<file path="src/ttpr_queue.sv">
// two-entry queue between front and back end
module ttpr_queue #(
  parameter int DATA_W = 8
) (
  input  logic              clk,
  input  logic              rst_n,
  input  logic              push,
  input  logic [DATA_W-1:0] push_data,
  output logic              full,
  input  logic              pop,
  output logic              valid,
  output logic [DATA_W-1:0] pop_data
);
  logic [DATA_W-1:0] slot_r [2];
  logic              wr_ptr_r;
  logic              rd_ptr_r;
  logic [1:0]        count_r;
  logic [1:0]        count_nxt;

  assign full     = (count_r == 2'd2);
  assign valid    = (count_r != 2'd0);
  assign pop_data = slot_r[rd_ptr_r];

  always_comb begin
    count_nxt = count_r;
    if (push && !(pop && valid)) begin
      count_nxt = count_r + 2'd1;
    end else if (!push && pop && valid) begin
      count_nxt = count_r - 2'd1;
    end
  end

  always_ff @(posedge clk) begin
    if (!rst_n) begin
      wr_ptr_r <= 1'b0;
      rd_ptr_r <= 1'b0;
      count_r  <= 2'd0;
    end else begin
      count_r <= count_nxt;
      if (push) begin
        wr_ptr_r <= !wr_ptr_r;
      end
      if (pop && valid) begin
        rd_ptr_r <= !rd_ptr_r;
      end
    end
  end

  always_ff @(posedge clk) begin
    if (push) begin
      slot_r[wr_ptr_r] <= push_data;
    end
  end

endmodule

</file>
<file path="config.mk">
export PLATFORM = sky130hd
export DESIGN_NAME = ttpr_queue
export DESIGN_NICKNAME = d
export VERILOG_FILES = /design/src/ttpr_queue.sv
export SDC_FILE = /design/constraint.sdc
export NUM_CORES = 1
export LEC_CHECK = 0
export ABC_AREA = 1
export CELL_PAD_IN_SITES_DETAIL_PLACEMENT = 0
export CELL_PAD_IN_SITES_GLOBAL_PLACEMENT = 2
export CORE_UTILIZATION = 38
export CTS_CLUSTER_DIAMETER = 50
export DETAILED_ROUTE_END_ITERATION = 6
export DONT_BUFFER_PORTS = 1
export PLACE_DENSITY_LB_ADDON = 0.08
export SYNTH_ARGS = -nofsm -noshare
export SYNTH_HDL_FRONTEND = slang
export SYNTH_SLANG_ARGS = --single-unit
</file>
<file path="constraint.sdc">
create_clock -name clk -period 1.4 [get_ports clk]
set_clock_uncertainty 0.05 [all_clocks]
set_input_delay 0.14 -clock clk [delete_from_list [all_inputs] [get_ports clk]]
set_output_delay 0.14 -clock clk [all_outputs]
set_load 0.02 [all_outputs]
</file>
==> results.json <==
{
  "avgViaCountPerCell": 4.60,
  "worstSetupPathType": "reg2out",
  "io-pin-count": 22,
  "irDropWorstVdd_mv": 0.612,
  "portBuffers": 0,
  "clk_latency_ps": 290,
  "synth_fp_nets": 71,
  "drt_iter0_markers": 5,
  "holdWs_ps": 39.0,
  "nFillCells": 185,
  "rsz0062_at_grt": "no",
  "fmax_mhz": 753,
  "drv_slew": 0,
  "route.vias.total": 474,
  "first_global_vias": 483,
  "avgSynthCellArea_um2": 13.8,
  "drive_gt1_share_pct": 14.5,
  "cp_slowest_stage_delay_ps": 430,
  "cp_cell_sequence": "mux2_1",
  "critPathLaunchType": "register",
  "wirelength_mm": 1.29,
  "arrival_ps": 1140,
  "die_y_um": 48.4,
  "critPathTopFamily": "multiplexers",
  "worstHoldStart": "pop",
  "num_antenna_cells": 0,
  "die_area_um2": 2340,
  "htreeDepth": 1,
  "mappedNetlistArea_um2": 817,
  "critical_path_buf_inv_count": 0,
  "worst_pin_slew_ps": 387,
  "wl_per_cell_um": 12.6,
  "dp.cells": 87,
  "critPathRequiredTime_ps": 1210,
  "grt_use_total_pct": 12.3,
  "synth_seq_cells": 21,
  "layout.cells.non_filler": 103,
  "grt_pass1_wl_mm": 2.17,
  "utilization_pct": 51.1,
  "maxSlewHeadroom_pct": 74.1,
  "ys_seq_area_share_pct": 71.1,
  "min_to": "count_r[1]$_SDFFE_PN0P_",
  "status": "complete, no violations",
  "setup_violations": 0,
  "start_util_pct": 41.2,
  "hold_viol": 0,
  "cts_setup_buffers": 0,
  "grt_max_degree": 13,
  "setup_slack_ps": 71.6,
  "leakage_nw": 0.387,
  "ant_nets": 0,
  "clk_pin_slew_ps": 100,
  "antenna_found_initial": 0,
  "ff2ff_path_depth": 4,
  "hold_path.class": "in2reg",
  "dr.pass1.iters": 2,
  "yosysWarnings": 0,
  "syn_to_final_growth_pct": 23.9,
  "rr_startpoint": "wr_ptr_r$_SDFFE_PN0P_",
  "clk_path_buf_depth": 2,
  "hold_depth": 3,
  "total_power_mw": 1.16,
  "cp_max_fo": 8,
  "timing.rr.end": "wr_ptr_r$_SDFFE_PN0P_",
  "layout.nets": 89,
  "numCtsBuffers": 3,
  "final_area_um2": 1010,
  "place_congestion": 0.714,
  "dp_slack_ps": 219,
  "place_area_um2": 861,
  "cts_tree": "yes",
  "cts-root-buf": "clkbuf_4",
  "core_um2": 1980,
  "synth_cell_types": 14,
  "post-route-period-util_pct": 94.9,
  "syn_inst": 59,
  "r2r_setup_slack_ps": 190,
  "critPathCaptureType": "output port",
  "crit_slowest_cell": "mux2_1",
  "power_density_nw_per_um2": 1150,
  "fp.dieW_um": 48.4,
  "layout_min_cycle_time_ps": 1330,
  "maxCapViolCount": 0,
  "drcViolationCount": 0,
  "numClockSinks": 21,
  "tns_ps": 0,
  "row_count": 16,
  "overflow": 0
}
==> Yosys cell counts (all sizes together) <==
cell,count,area share [%]
inv,6,2.8
nand3,3,1.8
nand4,1,0.77
a31o,1,1.1
a21oi,4,2.5
nand2,8,5.5
nor2,5,2.3
mux2,8,11
buf,1,0.61
o21ai,1,0.61
dfxtp,5,12
edfxtp,16,59
==> repair_timing <==
action	in CTS	in global routing
hold buffers	12	0
endpoints found under the hold margin	21	0
setup endpoints to repair	8	8
gates resized for setup	1	1
==> worst max-delay path by stage <==
stage / slack [ps] / end / cells after the start / start
3_5_place_dp: 220 / pop_data[7] / 1 / register
5_1_grt: 20 / pop_data[7] / 1 / register
6_report: 70 / pop_data[7] / 1 / register
4_1_cts: 9 / pop_data[7] / 1 / register
2_1_floorplan: 290 / slot_r[0][0]$_DFFE_PP_ / 1 / wr_ptr_r$_SDFFE_PN0P_
3_3_place_gp: 230 / pop_data[0] / 1 / register
==> routing by layer <==
metal	part of all wire (%)	vias up	wire, um	GRT usage [%]
met4	0	0	0	4.41
met1	42	222	537	14.6
met2	53	12	683	20.4
met3	5.6	0	72	4.40
li1	-	240	-	-
met5	0	-	0	0
==> state kept, by name, summed over array words and instances, names as in the netlist, named ones only <==
name / count
count_r: 2
rd_ptr_r: 1
slot_r: 16
wr_ptr_r: 1
==> cells by family after synthesis <==
kind of cell | Yosys count | share of synthesized area (%)
buffers and inverters | 7 | 3.37
muxes | 8 | 11.0
AOI/OAI and AO/OA | 6 | 4.13
DFF | 21 | 71.1
and+or+nand+nor | 17 | 10.4
==> placed cells by master (no fill, tap or decap) <==
| cell type | Yosys | final |
|---|---|---|
| a21oi_1 | 4 | 4 |
| a31o_1 | 1 | 1 |
| buf_4 | 0 | 2 |
| clkbuf_4 | 0 | 3 |
| clkinv_2 | 0 | 1 |
| dfxtp_1 | 5 | 4 |
| dfxtp_4 | 0 | 1 |
| dlygate4sd3_1 | 0 | 12 |
| edfxtp_1 | 16 | 16 |
| inv_1 | 4 | 4 |
| inv_2 | 2 | 2 |
| mux2_1 | 8 | 8 |
| nand2_1 | 6 | 6 |
| nand2_4 | 2 | 2 |
| nand3_1 | 3 | 3 |
| nand4_1 | 1 | 1 |
| nor2_1 | 5 | 5 |
| o21ai_1 | 1 | 1 |
==> cell type report <==
cell class | instances | area [um2] | share of cell area, %
inverters | 6 | 22.5 | 2.22
multi-input cells | 31 | 209 | 20.6
clock buffers | 3 | 22.5 | 2.22
flip-flops and latches | 21 | 584 | 57.7
clock inverters | 1 | 5.00 | 0.494
repair buffers | 14 | 135 | 13.3
well taps | 27 | 33.8 | 3.34
==> where the power goes <==
group	switching [mW]	internal, mW
Sequential	0.0195	0.709
Combinational	0.0993	0.0634
Clock	0.162	0.106
Total	0.281	0.879
No activity file was read; power rests on OpenSTA's default activity.
